$ cat config.mk
export PLATFORM = sky130hd
export DESIGN_NAME = sliding_window_min_max_mean
export DESIGN_NICKNAME = d
export VERILOG_FILES = /design/src/rtl/swmm_pkg.sv /design/src/rtl/swmm_cell.sv /design/src/rtl/swmm_div.sv /design/src/rtl/sliding_window_min_max_mean.sv
export SDC_FILE = /design/constraint.sdc
export NUM_CORES = 1
export LEC_CHECK = 0
export BUFFER_PORTS_ARGS = -buffer_cell sky130_fd_sc_hd__buf_2
export CAP_MARGIN = 20
export CORE_MARGIN = 3
export CORE_UTILIZATION = 25
export CTS_BUF_LIST = sky130_fd_sc_hd__clkbuf_4 sky130_fd_sc_hd__clkbuf_8 sky130_fd_sc_hd__clkbuf_16
export DETAILED_ROUTE_END_ITERATION = 7
export SETUP_SLACK_MARGIN = 0.3
export SYNTH_ARGS = -nofsm -noshare
export SYNTH_HDL_FRONTEND = slang
export SYNTH_HIERARCHICAL = 1
export SYNTH_SLANG_ARGS = --single-unit
$ cat constraint.sdc
create_clock -name clock -period 54.4 [get_ports clock]
set_clock_uncertainty 0.2 [all_clocks]
set_input_delay 2.72 -clock clock [delete_from_list [all_inputs] [get_ports clock]]
set_output_delay 2.72 -clock clock [all_outputs]
set_load 0.03 [all_outputs]
$ cat src/rtl/swmm_pkg.sv
// Shared types and constants for the sliding window min/max/mean block.
// No dependencies; every other file takes names from here by scope.
package swmm_pkg;

   localparam int SAMPLE_W   = 16;
   localparam int COUNT_W    = 6;
   localparam int REQ_DATA_W = 16;
   localparam int RSP_DATA_W = 56;

   typedef logic signed [SAMPLE_W-1:0] sample_type;

   typedef enum logic [2:0] {
      ST_IDLE,
      ST_SCAN,
      ST_START,
      ST_DIV,
      ST_HOLD
   } state_type;

   // handshake between the sequencer and the divider
   typedef struct packed {
      logic start;
   } div_ctrl_type;

   typedef struct packed {
      logic done;
   } div_stat_type;

endpackage

$ cat src/rtl/swmm_cell.sv
// One storage cell of the sample chain: holds one sample, passes it on when shifted.
// Depends on swmm_pkg.
module swmm_cell (
   input  logic                clock,
   input  logic                shift_en,
   input  swmm_pkg::sample_type data_in,
   output swmm_pkg::sample_type data_out
);

   swmm_pkg::sample_type data_ff;

   always_ff @(posedge clock) begin
      if (shift_en) begin
         data_ff <= data_in;
      end
   end

   assign data_out = data_ff;

endmodule

$ cat src/rtl/swmm_div.sv
// Restoring divider, one quotient bit per cycle: signed sum over unsigned count,
// truncated toward zero. Depends on swmm_pkg.
module swmm_div #(
   parameter int SUM_W = 22,
   parameter int CNT_W = 6
) (
   input  logic                      clock,
   input  logic                      reset,
   input  swmm_pkg::div_ctrl_type    ctrl,
   input  logic signed [SUM_W-1:0]   dividend,
   input  logic [CNT_W-1:0]          divisor,
   output swmm_pkg::div_stat_type    stat,
   output swmm_pkg::sample_type      quotient
);

   localparam int STEP_W = $clog2(SUM_W + 1);

   logic [SUM_W-1:0]  mag_ff, mag_in;      // dividend magnitude, becomes quotient
   logic [CNT_W-1:0]  rem_ff, rem_in;
   logic [CNT_W-1:0]  dvs_ff, dvs_in;
   logic              neg_ff, neg_in;
   logic [STEP_W-1:0] step_ff, step_in;
   logic              done_ff, done_in;

   logic [CNT_W:0]    rem_sh;
   logic [CNT_W:0]    diff;
   logic              fits;
   logic [SUM_W-1:0]  signed_q;

   always_comb begin
      rem_sh  = {rem_ff, mag_ff[SUM_W-1]};
      diff    = rem_sh - {1'b0, dvs_ff};
      fits    = (rem_sh >= {1'b0, dvs_ff});
      mag_in  = mag_ff;
      rem_in  = rem_ff;
      dvs_in  = dvs_ff;
      neg_in  = neg_ff;
      step_in = step_ff;
      done_in = 1'b0;
      if (ctrl.start) begin
         neg_in  = dividend[SUM_W-1];
         mag_in  = dividend[SUM_W-1] ? (SUM_W'(0) - dividend) : dividend;
         rem_in  = '0;
         dvs_in  = divisor;
         step_in = STEP_W'(SUM_W);
      end else if (step_ff != '0) begin
         rem_in  = fits ? diff[CNT_W-1:0] : rem_sh[CNT_W-1:0];
         mag_in  = {mag_ff[SUM_W-2:0], fits};
         step_in = step_ff - STEP_W'(1);
         done_in = (step_ff == STEP_W'(1));
      end
   end

   always_ff @(posedge clock) begin
      if (reset) begin
         step_ff <= '0;
         done_ff <= 1'b0;
      end else begin
         step_ff <= step_in;
         done_ff <= done_in;
      end
   end

   always_ff @(posedge clock) begin
      mag_ff <= mag_in;
      rem_ff <= rem_in;
      dvs_ff <= dvs_in;
      neg_ff <= neg_in;
   end

   assign signed_q  = neg_ff ? (SUM_W'(0) - mag_ff) : mag_ff;
   assign quotient  = signed_q[swmm_pkg::SAMPLE_W-1:0];
   assign stat.done = done_ff;

endmodule

$ cat src/rtl/sliding_window_min_max_mean.sv
// Sliding window min/max/mean: top level with the cell chain, scan sequencer,
// accumulators and output register. Depends on swmm_pkg, swmm_cell, swmm_div.
//
// Use:
//   req_* carries one signed 16-bit temperature sample per item (0.01 C units).
//   rsp_* returns one item per sample: min, max and truncated mean of the last
//   WINDOW samples, plus how many are held (saturating at WINDOW, reported
//   modulo 64).
// Sequence:
//   An accepted sample is shifted into the head of a chain of WINDOW cells;
//   the oldest falls off the tail once the chain is full. The chain is then
//   rotated once around while the tail value, when it is a held sample,
//   feeds the min, max and sum accumulators. A one-bit-per-cycle divider
//   then divides the sum by the held count, and the result is loaded into
//   the output register that drives rsp_tvalid. One item is in work at a
//   time: the sequencer returns to idle before it accepts the next sample.
//   For the default WINDOW the rotation of the chain takes most of the time.
// Reset: clears the fill count, sequencer and output valid; the cells hold
//   garbage but only filled cells are ever summed.
// Stall: a finished result waits in the output register; the next sample is
//   accepted and worked on meanwhile, and a second result waits in the
//   divider and accumulators until the output register frees up.
module sliding_window_min_max_mean #(
   parameter int WINDOW = 60
) (
   input  logic                            clock,
   input  logic                            reset,
   input  logic                            req_tvalid,
   output logic                            req_tready,
   input  logic [swmm_pkg::REQ_DATA_W-1:0] req_tdata,   // [15:0] sample
   output logic                            rsp_tvalid,
   input  logic                            rsp_tready,
   // [15:0] window_min, [31:16] window_max, [47:32] window_mean,
   // [53:48] held_count, [55:54] zero
   output logic [swmm_pkg::RSP_DATA_W-1:0] rsp_tdata
);

   localparam int FILL_W = $clog2(WINDOW + 1);
   localparam int POS_W  = (WINDOW > 1) ? $clog2(WINDOW) : 1;
   localparam int SUM_W  = swmm_pkg::SAMPLE_W + FILL_W;
   localparam int CMP_W  = FILL_W + 1;

   swmm_pkg::state_type state_ff, state_in;

   logic [FILL_W-1:0] fill_ff, fill_in;
   logic [POS_W-1:0]  step_ff, step_in;
   swmm_pkg::sample_type lo_ff, lo_in, hi_ff, hi_in;
   logic signed [SUM_W-1:0] sum_ff, sum_in;

   logic rsp_valid_ff, rsp_valid_in;
   logic [swmm_pkg::RSP_DATA_W-1:0] rsp_data_ff, rsp_data_in;

   logic shift_en, rotate, load_out, acc_en, take;
   swmm_pkg::div_ctrl_type div_ctrl;
   swmm_pkg::div_stat_type div_stat;
   swmm_pkg::sample_type   quotient;
   swmm_pkg::sample_type   tail;
   swmm_pkg::sample_type   chain [WINDOW];

   // chain of cells; head takes a new sample or the tail value when rotating
   for (genvar i = 0; i < WINDOW; i++) begin : g_cell
      swmm_pkg::sample_type cell_in;
      if (i == 0) begin : g_head
         assign cell_in = rotate ? tail : swmm_pkg::sample_type'(req_tdata);
      end else begin : g_body
         assign cell_in = chain[i-1];
      end
      swmm_cell u_cell (
         .clock    (clock),
         .shift_en (shift_en),
         .data_in  (cell_in),
         .data_out (chain[i])
      );
   end

   assign tail = chain[WINDOW-1];

   swmm_div #(
      .SUM_W (SUM_W),
      .CNT_W (FILL_W)
   ) u_div (
      .clock    (clock),
      .reset    (reset),
      .ctrl     (div_ctrl),
      .dividend (sum_ff),
      .divisor  (fill_ff),
      .stat     (div_stat),
      .quotient (quotient)
   );

   // output register is free if empty or being drained this cycle
   assign take = !rsp_valid_ff || rsp_tready;

   always_comb begin
      state_in       = state_ff;
      fill_in        = fill_ff;
      step_in        = step_ff;
      shift_en       = 1'b0;
      rotate         = 1'b0;
      load_out       = 1'b0;
      div_ctrl.start = 1'b0;
      req_tready     = 1'b0;
      case (state_ff)
         swmm_pkg::ST_IDLE: begin
            req_tready = 1'b1;
            if (req_tvalid) begin
               shift_en = 1'b1;
               step_in  = '0;
               if (fill_ff != FILL_W'(WINDOW)) begin
                  fill_in = fill_ff + FILL_W'(1);
               end
               state_in = swmm_pkg::ST_SCAN;
            end
         end
         swmm_pkg::ST_SCAN: begin
            shift_en = 1'b1;
            rotate   = 1'b1;
            step_in  = step_ff + POS_W'(1);
            if (step_ff == POS_W'(WINDOW - 1)) begin
               state_in = swmm_pkg::ST_START;
            end
         end
         swmm_pkg::ST_START: begin
            div_ctrl.start = 1'b1;
            state_in       = swmm_pkg::ST_DIV;
         end
         swmm_pkg::ST_DIV: begin
            if (div_stat.done) begin
               if (take) begin
                  load_out = 1'b1;
                  state_in = swmm_pkg::ST_IDLE;
               end else begin
                  state_in = swmm_pkg::ST_HOLD;
               end
            end
         end
         swmm_pkg::ST_HOLD: begin
            if (take) begin
               load_out = 1'b1;
               state_in = swmm_pkg::ST_IDLE;
            end
         end
         default: begin
            state_in = swmm_pkg::ST_IDLE;
         end
      endcase
   end

   // at scan step k the tail holds what sat in cell WINDOW-1-k after insert;
   // it is a held sample when k + fill >= WINDOW
   assign acc_en = rotate &&
      ((CMP_W'(step_ff) + CMP_W'(fill_ff)) >= CMP_W'(WINDOW));

   always_comb begin
      lo_in  = lo_ff;
      hi_in  = hi_ff;
      sum_in = sum_ff;
      if (state_ff == swmm_pkg::ST_IDLE) begin
         lo_in  = {1'b0, {(swmm_pkg::SAMPLE_W-1){1'b1}}};
         hi_in  = {1'b1, {(swmm_pkg::SAMPLE_W-1){1'b0}}};
         sum_in = '0;
      end else if (acc_en) begin
         if (tail < lo_ff) lo_in = tail;
         if (tail > hi_ff) hi_in = tail;
         sum_in = sum_ff + SUM_W'(tail);
      end
   end

   always_comb begin
      rsp_valid_in = rsp_valid_ff && !rsp_tready;
      rsp_data_in  = rsp_data_ff;
      if (load_out) begin
         rsp_valid_in = 1'b1;
         rsp_data_in  = {2'b00, swmm_pkg::COUNT_W'(fill_ff), quotient, hi_ff, lo_ff};
      end
   end

   always_ff @(posedge clock) begin
      if (reset) begin
         state_ff     <= swmm_pkg::ST_IDLE;
         fill_ff      <= '0;
         step_ff      <= '0;
         rsp_valid_ff <= 1'b0;
      end else begin
         state_ff     <= state_in;
         fill_ff      <= fill_in;
         step_ff      <= step_in;
         rsp_valid_ff <= rsp_valid_in;
      end
   end

   always_ff @(posedge clock) begin
      lo_ff       <= lo_in;
      hi_ff       <= hi_in;
      sum_ff      <= sum_in;
      rsp_data_ff <= rsp_data_in;
   end

   assign rsp_tvalid = rsp_valid_ff;
   assign rsp_tdata  = rsp_data_ff;

endmodule

==> impl_summary.md, run 1 <==
Detailed routing
In this run, the number of DRC markers left after iteration 0 of detailed routing was 1559. The first-pass iteration count of the detailed router is 5. The routed wire length is 59900 um.

The routed via count divided by cell count is 3.92. The routed layout has 16365 vias. After detailed routing, the number of remaining DRC violations is 0.

In the final routed layout, each cell accounts on average for 14.4 um. The number of nets with antenna violations after detailed routing is 0.

Critical path
The required time of the worst setup path is 54.49 ns. The biggest fanout along the worst timing path is 200. For flop-to-flop paths, the worst setup slack is 48.84 ns. The class of the most critical setup path is in -> reg. The nature of the critical path endpoint is a flop. The worst register-to-register path begins at state_ff[2]$_SDFFE_PP0P_. In this run the worst setup path begins at req_tvalid.

The endpoint of the most critical register-to-register path is g_cell[9].u_cell/data_out[14]$_DFFE_PP_. The element type at the critical path start is a primary input. The arrival time of the worst setup path is 6.28 ns. The critical path ends at g_cell[9].u_cell/data_out[14]$_DFFE_PP_. For the worst flop-to-flop path, the logic depth is 8.

Timing
The count of endpoints failing setup in the final report is 0. Measured against its own limit, the worst slew margin works out to 0.237. At the pin with the least slew margin, the transition time is 1.14 ns. The maximum clock rate is 161 MHz.

Setup repair after global routing left no endpoint under its margin. The share of the clock period used by the worst path after layout is 0.114. The clock period minus worst slack is 6.20 ns. The count of final max-slew check failures is 0. After layout, the worst setup slack is 48.20 ns. The worst slack on hold paths is 0.210 ns. The number of hold violations in the final report is 0.

Adding up every negative setup slack in the final design gives 0 ns.

Global route
The global routing usage on met2 is 0.0910. The overall global routing resource usage is 0.0736. The initial antenna violation count was 3.

For met1 alone, demand over resource in global routing was 0.119. After global routing the overflow that remains totals 0. The layer carrying the most global-route usage is met1. The largest net degree at the start of global routing is 201.

The number of global-route vias before repair is 15148. The met3 track demand over resource is 0.0220. The wire length of the first global-routing pass is 90200 um.

Run status
The run finished with clean final reports.

Placement
The final weighted congestion of routability-driven global placement is 0.822. Once placement completed, the tool counted placed cells totaling 3994. The number of port buffers is 75. Prior to clock tree synthesis, the placed netlist has a worst setup slack of 47.48 ns. The HPWL after detailed placement is 35500 um. Once placement finished, the instance area stood at 40900 sq um.

Clocking
No sink is reached through more buffers than the 3 on the longest clock path. For this design, the CTS-stage hold fixing added 0 buffers. Gates resized during post-CTS repair numbered 0. Clock tree synthesis found a total of 1125 sinks. The clock transition at the registers of the reported paths is 0.06 ns. The clock latency at the later pin of the worst-skew pair is 0.67 ns. The number of clock buffers added by TritonCTS is 96. The clock tree synthesis step divided the H-tree into 3 levels. The number of setup buffers added after CTS is 0. The TritonCTS clock tree is yes. The tree is rooted in a sky130_fd_sc_hd__clkbuf_16.

Layout
The final layout contains 2172 nets. The non-filler instance count after layout is 4173. After routing the design area is 44200 sq um. In the layout the commonest cells are sky130_fd_sc_hd__edfxtp_1 (1043), sky130_fd_sc_hd__nand2_1 (123), sky130_fd_sc_hd__clkbuf_16 (100). The repair_antennas step left the layout with diodes totalling 0.

Of the cells placed in the final design, the portion with a size suffix greater than 1 is 0.134. The most common library cell in the layout ignoring fill and taps is sky130_fd_sc_hd__edfxtp_1. The area growth from synthesis to layout is 16.2%.

Once layout is complete, the utilization of the core stands at 0.294.

Floorplan
Row generation in the floorplan step produced 142 rows. The total core area is 150000 sq um. The floorplan step set the die height to 396 um. Measured along the x axis, the die boundary spans 396 um. 78 I/O pins were placed.

The initial utilization of the core area, before any placement, comes to 0.253. The die covers 157000 sq um.

Synth
Yosys mapped the design onto 76 distinct sky130hd cell types. The post-synthesis instance area is 38100 sq um. Averaged over all synthesized cells, the footprint is 19.7 sq um. In the synthesized netlist the dominant register cell turns out to be sky130_fd_sc_hd__edfxtp_1.

In this run, synthesis produced a sequential element count of 1125. The count of yosys warnings during synthesis is 6. The async set or reset register ratio after synthesis is 0. The portion of the post-synthesis area used by sequential elements is 0.866. The instance count of the mapped netlist is 1931. The number of enable-type register cells in the synthesized netlist is 1043.

Power and ir drop
In this run the static leakage power is 15.2 nW. Across the VDD grid, the largest voltage drop is 25.6 uV. The design draws 1.90 mW.

In this run the power density over the cells is 43.0 nW/um^2.

Flow run
Across the run, the number of max-cap violations was 0.

Worst hold path
The worst hold path belongs to the class reg -> reg.
worst max-delay path, stage by stage:
cell and delay (ns):
sky130_fd_sc_hd__buf_2 0.16, sky130_fd_sc_hd__nand2_4 0.12, sky130_fd_sc_hd__nand2_4 0.48, sky130_fd_sc_hd__buf_4 0.76, sky130_fd_sc_hd__buf_12 0.66, sky130_fd_sc_hd__buf_4 0.93
per-layer routing:
layer / part of all wire / up-vias
li1: - / 7725
met1: 0.53 / 8166
met2: 0.38 / 375
met3: 0.068 / 99
met4: 0.020 / 0
met5: 0 / -
flip-flops by register name, indices dropped and copies added, names as in the netlist, 3 cells and up:
name,flops
rsp_tdata,54
fill_ff,6
sum_ff,22
g_cell.u_cell/data_out,960
lo_ff,16
step_ff,6
u_div/dvs_ff,6
state_ff,3
u_div/mag_ff,22
hi_ff,16
u_div/step_ff,5
u_div/rem_ff,6
worst min path at each step:
stage	from	endpoint	slack (ns)	cells past startpoint
6_report	g_cell[11].u_cell/data_out[14]$_DFFE_PP_	g_cell[12].u_cell/data_out[14]$_DFFE_PP_	0.21	0
3_3_place_gp	g_cell[9].u_cell/data_out[15]$_DFFE_PP_	g_cell[10].u_cell/data_out[15]$_DFFE_PP_	0.20	0
4_1_cts	g_cell[34].u_cell/data_out[2]$_DFFE_PP_	g_cell[35].u_cell/data_out[2]$_DFFE_PP_	0.21	0
3_5_place_dp	g_cell[9].u_cell/data_out[15]$_DFFE_PP_	g_cell[10].u_cell/data_out[15]$_DFFE_PP_	0.20	0
5_1_grt	g_cell[39].u_cell/data_out[7]$_DFFE_PP_	g_cell[40].u_cell/data_out[7]$_DFFE_PP_	0.22	0
2_1_floorplan	g_cell[9].u_cell/data_out[0]$_DFFE_PP_	g_cell[10].u_cell/data_out[0]$_DFFE_PP_	0.20	0
kinds of logic after synthesis:
logic type,after synthesis,synth area share
AND/OR/NAND/NOR,330,0.0420
AO/OA/AOI/OAI,221,0.0382
buffers and inverters,104,0.0112
adder cells (fa/ha/maj),75,0.0252
XOR/XNOR,64,0.0147
other,1,0.0000985
multiplexers,11,0.00296
flip-flops,1125,0.866
Yosys cell counts (5+ instances only):
library cell,number,area share
sky130_fd_sc_hd__o31ai_1,24,0.0047
sky130_fd_sc_hd__o21a_1,5,0.00099
sky130_fd_sc_hd__or3_1,5,0.00082
sky130_fd_sc_hd__nand2_1,124,0.012
sky130_fd_sc_hd__and3_1,5,0.00082
sky130_fd_sc_hd__nand3_1,31,0.0041
sky130_fd_sc_hd__xnor2_1,32,0.0074
sky130_fd_sc_hd__a21oi_1,73,0.0096
sky130_fd_sc_hd__ha_1,72,0.024
sky130_fd_sc_hd__or2_2,5,0.00082
sky130_fd_sc_hd__a31oi_1,19,0.0031
sky130_fd_sc_hd__o21ai_0,34,0.0045
sky130_fd_sc_hd__nor2b_1,8,0.0013
sky130_fd_sc_hd__a211oi_1,9,0.0018
sky130_fd_sc_hd__buf_4,5,0.00099
sky130_fd_sc_hd__nand2b_1,7,0.0012
sky130_fd_sc_hd__nand4_1,10,0.0016
sky130_fd_sc_hd__buf_2,12,0.0016
sky130_fd_sc_hd__xor2_1,32,0.0074
sky130_fd_sc_hd__a21o_1,11,0.0022
sky130_fd_sc_hd__nor2_1,84,0.0083
sky130_fd_sc_hd__nor4_1,8,0.0013
sky130_fd_sc_hd__dfxtp_1,82,0.043
sky130_fd_sc_hd__inv_1,57,0.0056
sky130_fd_sc_hd__edfxtp_1,1043,0.82
sky130_fd_sc_hd__mux2i_1,9,0.0024
sky130_fd_sc_hd__nor3_1,14,0.0018
sky130_fd_sc_hd__o211ai_1,7,0.0014
sky130_fd_sc_hd__clkbuf_1,25,0.0025
final cells by class:
type | count | area (sq um)
clock buffers | 132 | 2770
clock inverters | 46 | 523
fillers | 14660 | 106000
inverters | 58 | 218
multi-input cells | 703 | 4720
flip-flops and latches | 1125 | 33000
well taps | 2016 | 2520
repair buffers | 93 | 531
power breakdown:
group          leakage [nW]  internal [mW]  switching, mW
Combinational          2.66         0.0311         0.0657
Clock                  1.64          0.398          0.299
Sequential             10.9           1.07         0.0379
Total                  15.2           1.50          0.403
No activity file was read; power rests on OpenSTA's default activity.
==> run 2, diff against run 1 <==
Settings changed: ABC_AREA set to 1.
Clock period 54.4 ns to 5.7 ns, I/O delays scaled along.
==> run 2 against run 1 <==
Total power rose to 10 times the previous value. Sequential share of layout area shrank 2.1 points. Global-route usage increased by 0.46 points. Via count grew 8.5%. Wire length rose by 7.9%. Sequential cell count unchanged. Core utilization up 0.12 points. Critical path type is now reg -> reg.
==> impl_summary.md, run 2 <==
Global route
The largest net degree at the start of global routing came to 152 (-24%). The initial antenna violation count is 2 (-1). The total global routing overflow is 0 (unchanged). The wire length of the first global-routing pass is 99400 um (+10%). The number of global-route vias before repair is 17023 (+12%).

The overall global routing resource usage came to 0.0782 (+0.00455).

Layout
The non-filler instance count after layout is 4541 (+8.8%). The layout-stage area growth over the synthesis result is 17.1%. Leaving out fill and tap cells, the most frequent cells in the layout are sky130_fd_sc_hd__edfxtp_1 (1043), sky130_fd_sc_hd__nand2_1 (284), sky130_fd_sc_hd__inv_1 (161). Leaving out fill and tap cells, the most frequent cell in the layout is sky130_fd_sc_hd__edfxtp_1. The total number of nets in the final design is 2500 (+15%). The end-of-flow core utilization is 0.295 (+0.00115). The layout filler cell count was 15273 (+4.2%).

The number of flip-flops in the largest register is 960 (unchanged). The proportion of layout cells with a drive suffix above 1 is 0.129 (-0.00533).

Clocking
The master cell of the clock root buffer is sky130_fd_sc_hd__clkbuf_16. The CTS sink count is 1125 (unchanged). The TritonCTS clock tree is yes. The number of gates resized after CTS was 0 (unchanged). The number of buffers on the longest clock path is 3 (unchanged).

The clock latency at the later pin of the worst-skew pair is 0.67 ns (about the same). The TritonCTS buffer count is 105 (+9.4%). The clock transition at the registers of the reported paths came to 0.06 ns (about the same).

The deepest level of the CTS H-tree is 3 (unchanged).

Critical path
The required time of the worst setup path is 5.76 ns (-48.73 ns). The nature of the critical path endpoint is a flop. The biggest fanout along the worst timing path is 151 (-25%). The arrival time of the worst setup path is 3.28 ns (-3.00 ns).

The class of the most critical setup path is reg -> reg. STA classifies the critical path startpoint as a flop.

Synth
The count of unique library cells instantiated by Yosys is 56 (-26%). The count of yosys warnings during synthesis is 6 (unchanged). The synthesized area per cell is 17.5 sq um (-11%). In the post-synthesis netlist, the cell with the most instances is sky130_fd_sc_hd__edfxtp_1. The portion of the post-synthesis area used by sequential elements is 0.848 (-0.0173). The share of Yosys cell area claimed by the top area cell type was 0.806 (-0.0165). By area the synthesized netlist is led by sky130_fd_sc_hd__edfxtp_1 (81%), sky130_fd_sc_hd__dfxtp_1 (4.2%), sky130_fd_sc_hd__nand2_1 (2.8%), sky130_fd_sc_hd__ha_1 (2.3%), sky130_fd_sc_hd__inv_1 (1.6%). The async set or reset register ratio after synthesis was 0 (unchanged). The instance count of the mapped netlist is 2224 (+15%). The post-synthesis sequential element count is 1125 (unchanged). Among all flip-flop cells after synthesis, the most frequent one is sky130_fd_sc_hd__edfxtp_1. The largest total area in the synthesized netlist belongs to sky130_fd_sc_hd__edfxtp_1.

The number of enable-type register cells in the synthesized netlist is 1043 (unchanged). By count the netlist is led by sky130_fd_sc_hd__edfxtp_1 (1043), sky130_fd_sc_hd__nand2_1 (285), sky130_fd_sc_hd__inv_1 (163). The post-synthesis instance area was 38900 sq um (+2.0%).

Placement
The number of port buffers is 75 (unchanged). The final weighted congestion of routability-driven global placement is 0.820 (-0.21%). The HPWL after detailed placement is 39100 um (+10%).

The number of cells in the design after placement came to 4322 (+8.2%).

Timing
The worst slack on hold paths is 0.201 ns (-0.00933 ns). The number of hold violations in the final report is 0 (unchanged). The clock period minus worst slack is 3.22 ns. Dividing the final minimum period by the clock period gives 0.565. Setup repair after global routing left no endpoint under its margin. The transition time of the tightest slew-check pin is 0.999 ns (-0.145 ns). The count of endpoints failing setup in the final report is 0 (unchanged).

The worst-case headroom to the max-slew limit is 0.332 (+0.0950). Derived from the worst setup path, the maximum achievable clock frequency is 311 MHz. The sum of negative setup slack is 0 ns (unchanged). The count of final max-slew check failures was 0 (unchanged).

Detailed routing
The average wire per cell in the routed design came to 14.2 um (-0.89%). The first-pass iteration count of the detailed router is 5 (unchanged). The via total after detailed routing came to 17751 (+8.5%). The routed wire length is 64600 um (+7.9%). The number of nets with antenna violations after detailed routing was 0 (unchanged). The routed via count divided by cell count is 3.91 (-0.32%).

The iteration-0 DRC count of the detailed router is 1612 (+3.4%). The post-route DRC violation count came to 0 (unchanged).

Run status
The run finished with clean final reports.

Floorplan
The die area was 160000 sq um (+2.0%). The row count was 144 (+1.4%). The boundary pin count is 78 (unchanged). The total core area is 154000 sq um (+2.5%). The die height came to 400 um (+1.0%).

The initial standard-cell utilization of the core is 0.252 (-0.00109). The x dimension of the die came to 400 um (+1.0%).

Flow run
The total of max-cap violations is 0 (unchanged).

Worst hold path
The path category of the worst min-delay check is reg -> reg.

Power and ir drop
The cell area power density was 431 nW/um^2 (+900%). The total power is 19.6 mW (+930%). The leakage power figure was 15.9 nW (+5.1%). The peak supply drop came to 353 uV (+1300%).
-- run 2: cell count changes in the layout (fill, tap and decap cells not counted), moves of 15 or more --
cell | before | now
sky130_fd_sc_hd__o21ai_0 | 34 | 71
sky130_fd_sc_hd__nand4_1 | 10 | 33
sky130_fd_sc_hd__a31oi_1 | 19 | 4
sky130_fd_sc_hd__dlygate4sd3_1 | 0 | 20
sky130_fd_sc_hd__inv_1 | 57 | 161
sky130_fd_sc_hd__nand2_1 | 123 | 284
sky130_fd_sc_hd__o31ai_1 | 24 | 0
sky130_fd_sc_hd__nand3_1 | 31 | 98
-- run 2: what timing repair did --
item,CTS,global route
setup buffers,0,0
hold buffers,20,0
hold endpoints to repair,32,0
-- run 2: layout make-up --
class | count | area [sq um] | share of cell area
clock inverter | 65 | 637 | 0.0140
antenna | 2 | 5.00 | 0.000110
multi-input combinational | 891 | 5070 | 0.111
inverter | 174 | 667 | 0.0147
sequential | 1125 | 33000 | 0.724
timing repair buffer | 108 | 748 | 0.0164
tap | 2044 | 2560 | 0.0562
clock buffer | 132 | 2860 | 0.0629
-- run 2: kinds of logic after synthesis --
kind of cell	count (synthesis)	share of synthesized area
DFF	1125	0.848
and+or+nand+nor	573	0.0673
buffers and inverters	209	0.0222
AOI/OAI and AO/OA	202	0.0286
adders and majority gates	75	0.0247
xor gates and xnor gates	39	0.00879
other	1	0.0000965
-- run 2: stage by stage --
step	setup WS [ns]	area [sq um]
floorplan	-10.16	38900
global placement	2.50	41800
detailed placement	2.42	41800
CTS	2.41	45500
global route	2.25	45500
finish	2.48	45500
-- run 2: path summary, 6_finish.rpt --
check	start	to	slack [ns]	cells after the start
max	state_ff[2]$_SDFFE_PP0P_	g_cell[3].u_cell/data_out[15]$_DFFE_PP_	2.48	8
min	g_cell[24].u_cell/data_out[0]$_DFFE_PP_	g_cell[25].u_cell/data_out[0]$_DFFE_PP_	0.20	0
max reg2reg	state_ff[2]$_SDFFE_PP0P_	g_cell[3].u_cell/data_out[15]$_DFFE_PP_	2.48	8
min reg2reg	g_cell[24].u_cell/data_out[0]$_DFFE_PP_	g_cell[25].u_cell/data_out[0]$_DFFE_PP_	0.20	0
-- run 2: per-layer routing --
layer,wire length [um],share of wire,vias to the layer above,GRT usage
li1,-,-,8523,-
met1,33200,0.51,8734,0.121
met2,25700,0.40,380,0.105
met3,4360,0.067,112,0.0230
met4,1340,0.021,2,0.0214
met5,9,0.00014,-,0
-- run 2: where the power goes --
group / internal [mW] / total, mW / switching [mW]
sequential: 10.9 / 11.3 / 0.400
combinational: 0.319 / 1.32 / 1.00
clock: 3.99 / 6.96 / 2.97
-- run 2: critical path, stage by stage, from the launching register on --
cell                         delay, ns
sky130_fd_sc_hd__dfxtp_4          0.38
sky130_fd_sc_hd__nor2_4           0.05
sky130_fd_sc_hd__nand2_4          0.47
sky130_fd_sc_hd__inv_8            0.07
sky130_fd_sc_hd__nand2_4          0.10
sky130_fd_sc_hd__inv_4            0.05
sky130_fd_sc_hd__nor2_4           0.14
sky130_fd_sc_hd__clkinvlp_4       0.63
sky130_fd_sc_hd__buf_12           0.50
